### src/rtl/bpmc_pkg.sv
// ----------------------------------------------------------------------------
// bpmc_pkg
// Shared types, register indexes, reset values and the blink sequence table
// of the button press mode controller.
// ----------------------------------------------------------------------------
package bpmc_pkg;

  localparam int unsigned CfgAddrW = 2;
  localparam int unsigned CfgDataW = 8;

  typedef enum logic [CfgAddrW-1:0] {
    CFG_DEBOUNCE_COUNT  = 2'd0,
    CFG_LONG_THRESHOLD  = 2'd1,
    CFG_COUNTER_MAX     = 2'd2,
    CFG_ANIM_BRIGHTNESS = 2'd3
  } cfg_reg_t;

  localparam logic [5:0] DebounceReset   = 6'd10;
  localparam logic [5:0] LongThreshReset = 6'd40;
  localparam logic [5:0] CounterMaxReset = 6'd50;
  localparam logic [7:0] BrightnessReset = 8'h40;

  localparam logic [5:0] CountSat = 6'd63;

  typedef enum logic [1:0] {
    MODE_NORMAL = 2'd0,
    MODE_RGB    = 2'd1,
    MODE_HSV    = 2'd2,
    MODE_SPARE  = 2'd3
  } ui_mode_t;

  typedef struct packed {
    logic [1:0] ui_mode;
    logic [1:0] channel_select;
    logic       static_on;
    logic       pressed_flag;
    logic       long_event;
    logic       short_event;
    logic       led_update;
    logic [7:0] led_red;
    logic [7:0] led_green;
    logic [7:0] led_blue;
  } bpmc_result_t;

  // lit-channel mask: bit 2 red, bit 1 green, bit 0 blue
  function automatic logic [2:0] seq_mask(input logic [2:0] sel, input logic [2:0] frm);
    logic [2:0] m;
    m = 3'd0;
    case (sel)
      3'd0: m = (frm == 3'd2 || frm == 3'd3) ? 3'd0 : 3'd4;
      3'd1: m = (frm == 3'd2 || frm == 3'd3) ? 3'd0 : 3'd2;
      3'd2: m = (frm == 3'd2 || frm == 3'd3) ? 3'd0 : 3'd1;
      3'd3: m = (frm == 3'd2 || frm == 3'd3) ? 3'd0 : 3'd6;
      3'd4: m = (frm == 3'd2 || frm == 3'd3) ? 3'd0 : 3'd3;
      3'd5: m = (frm == 3'd2 || frm == 3'd3) ? 3'd0 : 3'd5;
      3'd6: m = (frm < 3'd2) ? 3'd4 : ((frm < 3'd4) ? 3'd2 : 3'd1);
      default: m = (frm < 3'd2) ? 3'd6 : ((frm < 3'd4) ? 3'd3 : 3'd5);
    endcase
    return m;
  endfunction

endpackage

### src/rtl/bpmc_in_if.sv
// ----------------------------------------------------------------------------
// bpmc_in_if
// Tick channel: one raw button level per transaction.
// ----------------------------------------------------------------------------
interface bpmc_in_if;
  logic valid;
  logic ready;
  logic button_down;

  modport source (output valid, output button_down, input ready);
  modport sink   (input valid, input button_down, output ready);
endinterface

### src/rtl/bpmc_out_if.sv
// ----------------------------------------------------------------------------
// bpmc_out_if
// Result channel: mode, flags, events and animation color per transaction.
// ----------------------------------------------------------------------------
interface bpmc_out_if;
  logic                   valid;
  logic                   ready;
  bpmc_pkg::bpmc_result_t data;

  modport source (output valid, output data, input ready);
  modport sink   (input valid, input data, output ready);
endinterface

### src/rtl/button_press_mode_controller_core.sv
// ----------------------------------------------------------------------------
// button_press_mode_controller_core
// Push-button debounce with short/long press detection, ui mode cycling and
// a blink animation driven from a sequence table.
// ----------------------------------------------------------------------------
// usage:
//   in_chan carries one raw button level per 10 ms tick. each accepted
//   transaction updates the press counter, debounced flag, mode, selected
//   channel and animation, and produces exactly one result on out_chan.
//   the result is registered and is valid the cycle after acceptance.
//   throughput is 1 tick per cycle while out_chan takes each result; the whole update is one pass of logic
//   from the state registers into the result register.
//   in_chan.ready is high while the result register is empty or being
//   taken, so a stalled receiver holds the result and back-pressures the
//   input after one pending result.
//   the cfg port writes a register at any edge with cfg_we high; write it
//   only while no tick is in flight.
//   reset (rst_n low, synchronous) loads the default register values,
//   clears the counters and flags, selects normal mode, arms the animation
//   and empties the result register.
// ----------------------------------------------------------------------------
module button_press_mode_controller_core #(
  parameter int unsigned ANIM_FRAMES = 6,
  parameter int unsigned FRAME_TICKS = 10
) (
  input  logic                           clk,
  input  logic                           rst_n,
  input  logic                           cfg_we,
  input  logic [bpmc_pkg::CfgAddrW-1:0]  cfg_addr,
  input  logic [bpmc_pkg::CfgDataW-1:0]  cfg_wdata,
  bpmc_in_if.sink                        in_chan,
  bpmc_out_if.source                     out_chan
);

  localparam int unsigned SubW = $clog2(FRAME_TICKS + 1);
  localparam int unsigned FiW  = $clog2(ANIM_FRAMES + 1);

  // configuration registers
  logic [5:0] dbc_r, lth_r, cmax_r;
  logic [7:0] bright_r;

  // tick state
  logic [5:0]      press_count_r, press_count_nxt;
  logic [5:0]      held_ticks_r, held_ticks_nxt;
  logic            pushed_r, pushed_nxt;
  logic [1:0]      mode_r, mode_nxt;
  logic [1:0]      option_r, option_nxt;
  logic            static_r, static_nxt;
  logic [2:0]      seq_sel_r, seq_sel_nxt;
  // frame tick kept as frame index and tick within the frame
  logic [SubW-1:0] sub_tick_r, sub_tick_nxt;
  logic [FiW-1:0]  frame_idx_r, frame_idx_nxt;
  logic            anim_run_r, anim_run_nxt;

  logic                   out_valid_r;
  bpmc_pkg::bpmc_result_t res_r, res_nxt;

  logic                   accept;
  logic [5:0]             cnt_inc;
  logic signed [7:0]      cnt_dec;
  logic signed [7:0]      held_drop;
  logic                   long_ev, short_ev;
  logic [2:0]             mode_inc;
  logic [1:0]             mode_adv;
  logic [1:0]             option_adv;
  logic                   sub_wrap;
  logic [SubW-1:0]        sub_step;
  logic [FiW-1:0]         frm_step;
  logic [4:0]             frm_ext;
  logic [2:0]             frm_wrap;
  logic [2:0]             mask;

  assign in_chan.ready = !out_valid_r || out_chan.ready;
  assign accept        = in_chan.valid && in_chan.ready;

  assign out_chan.valid = out_valid_r;
  assign out_chan.data  = res_r;

  always_ff @(posedge clk) begin
    if (!rst_n) begin
      dbc_r    <= bpmc_pkg::DebounceReset;
      lth_r    <= bpmc_pkg::LongThreshReset;
      cmax_r   <= bpmc_pkg::CounterMaxReset;
      bright_r <= bpmc_pkg::BrightnessReset;
    end else if (cfg_we) begin
      unique case (bpmc_pkg::cfg_reg_t'(cfg_addr))
        bpmc_pkg::CFG_DEBOUNCE_COUNT:  dbc_r    <= cfg_wdata[5:0];
        bpmc_pkg::CFG_LONG_THRESHOLD:  lth_r    <= cfg_wdata[5:0];
        bpmc_pkg::CFG_COUNTER_MAX:     cmax_r   <= cfg_wdata[5:0];
        bpmc_pkg::CFG_ANIM_BRIGHTNESS: bright_r <= cfg_wdata;
        default: ;
      endcase
    end
  end

  always_comb begin
    press_count_nxt = press_count_r;
    held_ticks_nxt  = held_ticks_r;
    pushed_nxt      = pushed_r;
    mode_nxt        = mode_r;
    option_nxt      = option_r;
    static_nxt      = static_r;
    seq_sel_nxt     = seq_sel_r;
    sub_tick_nxt    = sub_tick_r;
    frame_idx_nxt   = frame_idx_r;
    anim_run_nxt    = anim_run_r;
    long_ev         = 1'b0;
    short_ev        = 1'b0;

    cnt_inc    = (press_count_r == bpmc_pkg::CountSat) ? bpmc_pkg::CountSat
                                                       : press_count_r + 6'd1;
    cnt_dec    = $signed({2'b00, press_count_r}) - 8'sd1;
    held_drop  = $signed({2'b00, held_ticks_r}) - cnt_dec;
    mode_inc   = {1'b0, mode_r} + 3'd1;
    mode_adv   = (mode_inc >= 3'd3) ? 2'd0 : mode_inc[1:0];
    option_adv = (option_r >= 2'd2) ? 2'd0 : option_r + 2'd1;

    if (in_chan.button_down) begin
      held_ticks_nxt = cnt_inc;
      if (!pushed_r && cnt_inc == dbc_r) begin
        pushed_nxt = 1'b1;
      end
      if (cnt_inc == lth_r) begin
        long_ev  = 1'b1;
        mode_nxt = mode_adv;
        if (mode_adv == bpmc_pkg::MODE_NORMAL) begin
          static_nxt = 1'b0;
        end else begin
          static_nxt    = 1'b1;
          option_nxt    = 2'd0;
          seq_sel_nxt   = {1'b0, mode_adv} + 3'd5;
          sub_tick_nxt  = '0;
          frame_idx_nxt = '0;
          anim_run_nxt  = 1'b1;
        end
      end
      press_count_nxt = (cnt_inc > cmax_r) ? cmax_r : cnt_inc;
    end else begin
      if (pushed_r && (held_drop >= $signed({2'b00, dbc_r}) || cnt_dec == 8'sd1)) begin
        pushed_nxt = 1'b0;
        if (held_ticks_r < lth_r) begin
          short_ev = 1'b1;
          if (static_r) begin
            option_nxt = option_adv;
            // (mode + 7) * 3 folds to 3 * mode + 5 modulo 8
            seq_sel_nxt   = {1'b0, mode_r} * 3'd3 + 3'd5 + {1'b0, option_adv};
            sub_tick_nxt  = '0;
            frame_idx_nxt = '0;
            anim_run_nxt  = 1'b1;
          end
        end
      end
      press_count_nxt = (press_count_r == 6'd0) ? 6'd0 : press_count_r - 6'd1;
    end

    // animation runs on the updated state
    sub_wrap = (sub_tick_nxt == SubW'(FRAME_TICKS - 1));
    sub_step = sub_wrap ? '0 : sub_tick_nxt + SubW'(1);
    frm_step = sub_wrap ? frame_idx_nxt + FiW'(1) : frame_idx_nxt;
    frm_ext  = 5'(frm_step);
    frm_wrap = (frm_ext >= 5'd12) ? 3'(frm_ext - 5'd12)
             : (frm_ext >= 5'd6)  ? 3'(frm_ext - 5'd6) : 3'(frm_ext);
    mask     = bpmc_pkg::seq_mask(seq_sel_nxt, frm_wrap);

    res_nxt            = '0;
    if (mode_nxt != bpmc_pkg::MODE_NORMAL && anim_run_nxt) begin
      sub_tick_nxt  = sub_step;
      frame_idx_nxt = frm_step;
      if (frm_step >= FiW'(ANIM_FRAMES)) begin
        anim_run_nxt = 1'b0;
      end else begin
        res_nxt.led_update = 1'b1;
        res_nxt.led_red    = mask[2] ? bright_r : 8'd0;
        res_nxt.led_green  = mask[1] ? bright_r : 8'd0;
        res_nxt.led_blue   = mask[0] ? bright_r : 8'd0;
      end
    end

    res_nxt.ui_mode        = mode_nxt;
    res_nxt.channel_select = option_nxt;
    res_nxt.static_on      = static_nxt;
    res_nxt.pressed_flag   = pushed_nxt;
    res_nxt.long_event     = long_ev;
    res_nxt.short_event    = short_ev;
  end

  always_ff @(posedge clk) begin
    if (!rst_n) begin
      press_count_r <= 6'd0;
      held_ticks_r  <= 6'd0;
      pushed_r      <= 1'b0;
      mode_r        <= bpmc_pkg::MODE_NORMAL;
      option_r      <= 2'd0;
      static_r      <= 1'b0;
      seq_sel_r     <= 3'd0;
      sub_tick_r    <= '0;
      frame_idx_r   <= '0;
      anim_run_r    <= 1'b1;
      out_valid_r   <= 1'b0;
    end else begin
      if (accept) begin
        press_count_r <= press_count_nxt;
        held_ticks_r  <= held_ticks_nxt;
        pushed_r      <= pushed_nxt;
        mode_r        <= mode_nxt;
        option_r      <= option_nxt;
        static_r      <= static_nxt;
        seq_sel_r     <= seq_sel_nxt;
        sub_tick_r    <= sub_tick_nxt;
        frame_idx_r   <= frame_idx_nxt;
        anim_run_r    <= anim_run_nxt;
        out_valid_r   <= 1'b1;
      end else if (out_chan.ready) begin
        out_valid_r   <= 1'b0;
      end
    end
  end

  always_ff @(posedge clk) begin
    if (accept) begin
      res_r <= res_nxt;
    end
  end

endmodule
### src/flat_wrapper.sv
// flat-port wrapper written by rule: the top's interface ports become plain ports
module button_press_mode_controller_core_flat 
#(
  parameter int unsigned ANIM_FRAMES = 6,
  parameter int unsigned FRAME_TICKS = 10
)
  (clk, rst_n, cfg_we, cfg_addr, cfg_wdata, in_chan_valid, in_chan_button_down, in_chan_ready, out_chan_valid, out_chan_data, out_chan_ready);
  bpmc_in_if in_chan_i ();
  bpmc_out_if out_chan_i ();
  input  logic clk;
  input  logic rst_n;
  input  logic cfg_we;
  input  logic [bpmc_pkg::CfgAddrW-1:0] cfg_addr;
  input  logic [bpmc_pkg::CfgDataW-1:0] cfg_wdata;
  input wire logic [$bits(in_chan_i.valid)-1:0] in_chan_valid;
  input wire logic [$bits(in_chan_i.button_down)-1:0] in_chan_button_down;
  output wire logic [$bits(in_chan_i.ready)-1:0] in_chan_ready;
  output wire logic [$bits(out_chan_i.valid)-1:0] out_chan_valid;
  output wire logic [$bits(out_chan_i.data)-1:0] out_chan_data;
  input wire logic [$bits(out_chan_i.ready)-1:0] out_chan_ready;
  assign in_chan_i.valid = in_chan_valid;
  assign in_chan_i.button_down = in_chan_button_down;
  assign in_chan_ready = in_chan_i.ready;
  assign out_chan_valid = out_chan_i.valid;
  assign out_chan_data = out_chan_i.data;
  assign out_chan_i.ready = out_chan_ready;
  button_press_mode_controller_core #(.ANIM_FRAMES(ANIM_FRAMES), .FRAME_TICKS(FRAME_TICKS)) u_core (.clk(clk), .rst_n(rst_n), .cfg_we(cfg_we), .cfg_addr(cfg_addr), .cfg_wdata(cfg_wdata), .in_chan(in_chan_i), .out_chan(out_chan_i));
endmodule
### config.mk
export PLATFORM = sky130hd
export DESIGN_NAME = button_press_mode_controller_core_flat
export DESIGN_NICKNAME = d
export VERILOG_FILES = /design/src/rtl/bpmc_pkg.sv /design/src/rtl/bpmc_in_if.sv /design/src/rtl/bpmc_out_if.sv /design/src/rtl/button_press_mode_controller_core.sv /design/src/flat_wrapper.sv
export SDC_FILE = /design/constraint.sdc
export NUM_CORES = 1
export LEC_CHECK = 0
export ABC_AREA = 1
export BUFFER_PORTS_ARGS = -buffer_cell sky130_fd_sc_hd__buf_4
export CORE_AREA = 2 2 102 104
export DETAILED_ROUTE_END_ITERATION = 6
export DIE_AREA = 0 0 104 106
export PLACE_DENSITY = 0.8
export SYNTH_ARGS = -nofsm -noshare
export SYNTH_HDL_FRONTEND = slang
export SYNTH_SLANG_ARGS = --single-unit
### constraint.sdc
create_clock -name clk -period 4.5 [get_ports clk]
set_input_delay 0.225 -clock clk [delete_from_list [all_inputs] [get_ports clk]]
set_output_delay 0.225 -clock clk [all_outputs]
set_load 0.02 [all_outputs]
==> impl_summary.log <==
INFO  metric status = complete, but fails checks
INFO  metric violations = setup timing
INFO  metric netlist-cell-type-count = 46
INFO  metric drt_first_pass_iters = 5
INFO  metric powerDensity = 326 nW/um2
INFO  metric top_cells_by_area_synth = sky130_fd_sc_hd__dfxtp_1, sky130_fd_sc_hd__edfxtp_1, sky130_fd_sc_hd__ha_1, sky130_fd_sc_hd__inv_1, sky130_fd_sc_hd__nand2_1
INFO  metric finalSetupViolCount = 24
INFO  metric grt_pass1_vias = 4682
INFO  metric routed_wire_length_per_instance = 15.8 um
INFO  metric yosysSeqAreaShare = 0.401
INFO  metric worstSetupPathType = flop to flop
INFO  metric layout_setup_ws = -159 ps
INFO  metric highest_ir_drop_seen_on_vdd = 0.157 mV
INFO  metric flow.area_growth_from_synthesis = 24.0%
INFO  metric final_instance_count_excl_fillers = 885
INFO  metric worst_ep_required_time = 4640 ps
INFO  metric floorplan.initialDensity = 0.527
INFO  metric synthCells = 669
INFO  metric cp_slowest_cell = sky130_fd_sc_hd__dfxtp_2
INFO  metric fp.coreArea = 10000 um2
INFO  metric ctsLongestPathBuffers = 2
INFO  metric syn_nets = 720
INFO  metric synth_area = 5270 um2
INFO  metric synth_area_leader_cell = sky130_fd_sc_hd__dfxtp_1
INFO  metric layout_common_cells = sky130_fd_sc_hd__inv_1, sky130_fd_sc_hd__nand2_1, sky130_fd_sc_hd__buf_4
INFO  metric final_area = 6530 um2
INFO  metric yosys_most_used_dff = sky130_fd_sc_hd__dfxtp_1
INFO  metric grt_first_pass_wirelength = 21500 um
INFO  metric num_rows = 37
INFO  metric root_buffer = sky130_fd_sc_hd__clkbuf_8
INFO  metric drtIter0Drc = 397
INFO  metric count_of_endpoints_failing_hold_in_the_final_timing_report = 0
INFO  metric die_area = 11000 um2
INFO  metric htree_num_levels = 3
INFO  metric finalMaxSlewViolations = 0
INFO  metric synth_enable_flop_cells = 33
INFO  metric diodes = 0
INFO  metric grt_setup_unrepaired = yes
INFO  metric worst-path-max-fanout = 8
INFO  metric post_route_cells_drive_above_1_share = 0.288
INFO  metric placedInstanceArea = 5850 um2
INFO  metric die_w = 104 um
INFO  metric min_period_over_period = 1.04
INFO  metric fmaxAchievable = 215 MHz
INFO  metric clkLatencyLatePin = 390 ps
INFO  metric clock_skew = 14.5 ps
INFO  metric die-height = 106 um
INFO  metric maxCapViolations = 0
INFO  metric power = 2.13 mW
INFO  metric route.detailed.drc = 0
INFO  metric clock_sink_count = 89
INFO  metric initial_antenna_violation_count = 0
INFO  metric fin_nets = 796
INFO  metric min-delay-path-class = input pin to flop
INFO  metric clk_transition_reported_paths = 90 ps
INFO  metric io_pins = 51
INFO  metric cellLeakagePower = 2.91 nW
INFO  metric worst_pin_slew = 803 ps
INFO  metric detail_route.vias_per_cell = 5.60
INFO  metric global_placer_s_final_weighted_congestion = 0.923
INFO  metric crit_path_start_kind = flop
INFO  metric ys_warn_count = 0
INFO  metric ant_nets = 0
INFO  metric gr-total-overflow = 0
INFO  metric layout.cells.most_common = sky130_fd_sc_hd__inv_1
INFO  metric port_buffers = 50
INFO  metric crit_arrival = 4800 ps
INFO  metric hpwl = 9550 um
INFO  metric critical_path.max_stage_delay = 380 ps
INFO  metric worst-r2r-setup-slack = -160 ps
INFO  metric netlist.area_leader.share = 0.213
INFO  metric cts_inserted_buffers = 9
INFO  metric period_needed = 4660 ps
INFO  metric route.final.wire_length = 14000 um
INFO  metric postSynth.asyncResetShare = 0
INFO  metric grtUsageTotal = 0.241
INFO  metric clock_tree_from_tritoncts = yes
INFO  metric pre_cts_ws = -195 ps
INFO  metric vias = 4955
INFO  metric most_frequent_cell_on_the_critical_path = sky130_fd_sc_hd__nand2_2
INFO  metric fin_setup_tns = -3360 ps
INFO  metric cp-end-kind = flop
INFO  metric holdBufCountCts = 0
INFO  metric maximum_number_of_pins_on_one_net_before_global_route_repair = 41
INFO  metric dpl.cell_count = 850
INFO  metric ys_ff_latch = 89
INFO  metric max-slew-margin-rel = 0.460
INFO  metric syn_area_per_cell = 7.87 um2
Yosys cell counts (all sizes together) (5+ instances only):
library cell	n
o211ai	13
nor2	64
a21oi	65
o21ai	59
nand3	49
nand2	116
ha	32
clkbuf	13
inv	114
edfxtp	33
dfxtp	56
nor3	7
xor2	7
nand4	5
cell type report:
type,count,area (um2)
Clock buffer,9,124
Timing Repair Buffer,81,631
Tap cell,136,170
Inverter,116,443
Sequential cell,89,2110
Clock inverter,6,51.3
Multi-Input combinational cell,448,3000
Fill cell,804,3470
critical path: cells and delay by family (launching register included):
kind	cells	cell delay, ps
compound gates	2	350
xor+xnor	1	180
fa+ha+maj	5	1020
buf+inv	8	540
flops	1	380
simple gates	20	1930
stage by stage:
step,hold WS [ps],util
2_1_floorplan,351,-
6_report,51.4,0.653
3_5_place_dp,444,0.585
3_3_place_gp,440,0.585
4_1_cts,52.3,0.622
5_1_grt,102,0.653
flip-flops by register name (all words and copies together) (netlist names), 2 cells and up:
| signal | count |
|---|---|
| u_core.bright_r | 8 |
| u_core.frame_idx_r | 3 |
| u_core.sub_tick_r | 4 |
| u_core.seq_sel_r | 3 |
| u_core.mode_r | 2 |
| u_core.cmax_r | 6 |
| u_core.lth_r | 6 |
| u_core.option_r | 2 |
| u_core.dbc_r | 6 |
| u_core.press_count_r | 6 |
| u_core.out_chan.data | 33 |
| u_core.held_ticks_r | 6 |
per-layer routing:
layer | share of wire | vias to the layer above | track usage
met5 | 0 | - | 0
met4 | 0.038 | 0 | 0.129
met3 | 0.057 | 51 | 0.0319
met2 | 0.51 | 218 | 0.424
met1 | 0.39 | 2321 | 0.288
li1 | - | 2365 | -
where the power goes:
part / switching [mW] / internal [mW] / total, mW
logic: 0.420 / 0.267 / 0.687
clock network: 0.314 / 0.206 / 0.521
registers: 0.0335 / 0.888 / 0.922
logic make-up (layout without fill, tap and decap cells):
logic type / after synthesis / after routing / synth area share
xor gates and xnor gates: 10 / 10 / 0.0181
AOI/OAI and AO/OA: 159 / 159 / 0.170
DFF: 89 / 89 / 0.401
adders and majority gates: 35 / 35 / 0.0874
and+or+nand+nor: 244 / 244 / 0.227
buffers and inverters: 132 / 212 / 0.0971
what timing repair did:
| action | in CTS | in global routing |
|---|---|---|
| pin swaps | 8 | 34 |
| gates resized for setup | 19 | 71 |
| endpoints found under the setup margin | 24 | 24 |
| buffers inserted | 18 | 4 |
path summary, 6_finish.rpt:
| path | cells after the start | from | to |
|---|---|---|---|
| worst max-delay path | 36 | u_core.press_count_r[0] | u_core.out_chan.data[15] |
| worst min register to register | 2 | u_core.sub_tick_r[3] | u_core.sub_tick_r[3] |
| worst max register to register | 36 | u_core.press_count_r[0] | u_core.out_chan.data[15] |
| worst min-delay path | 3 | cfg_wdata[6] | u_core.bright_r[6] |
Power figures use the tool's default switching activity.
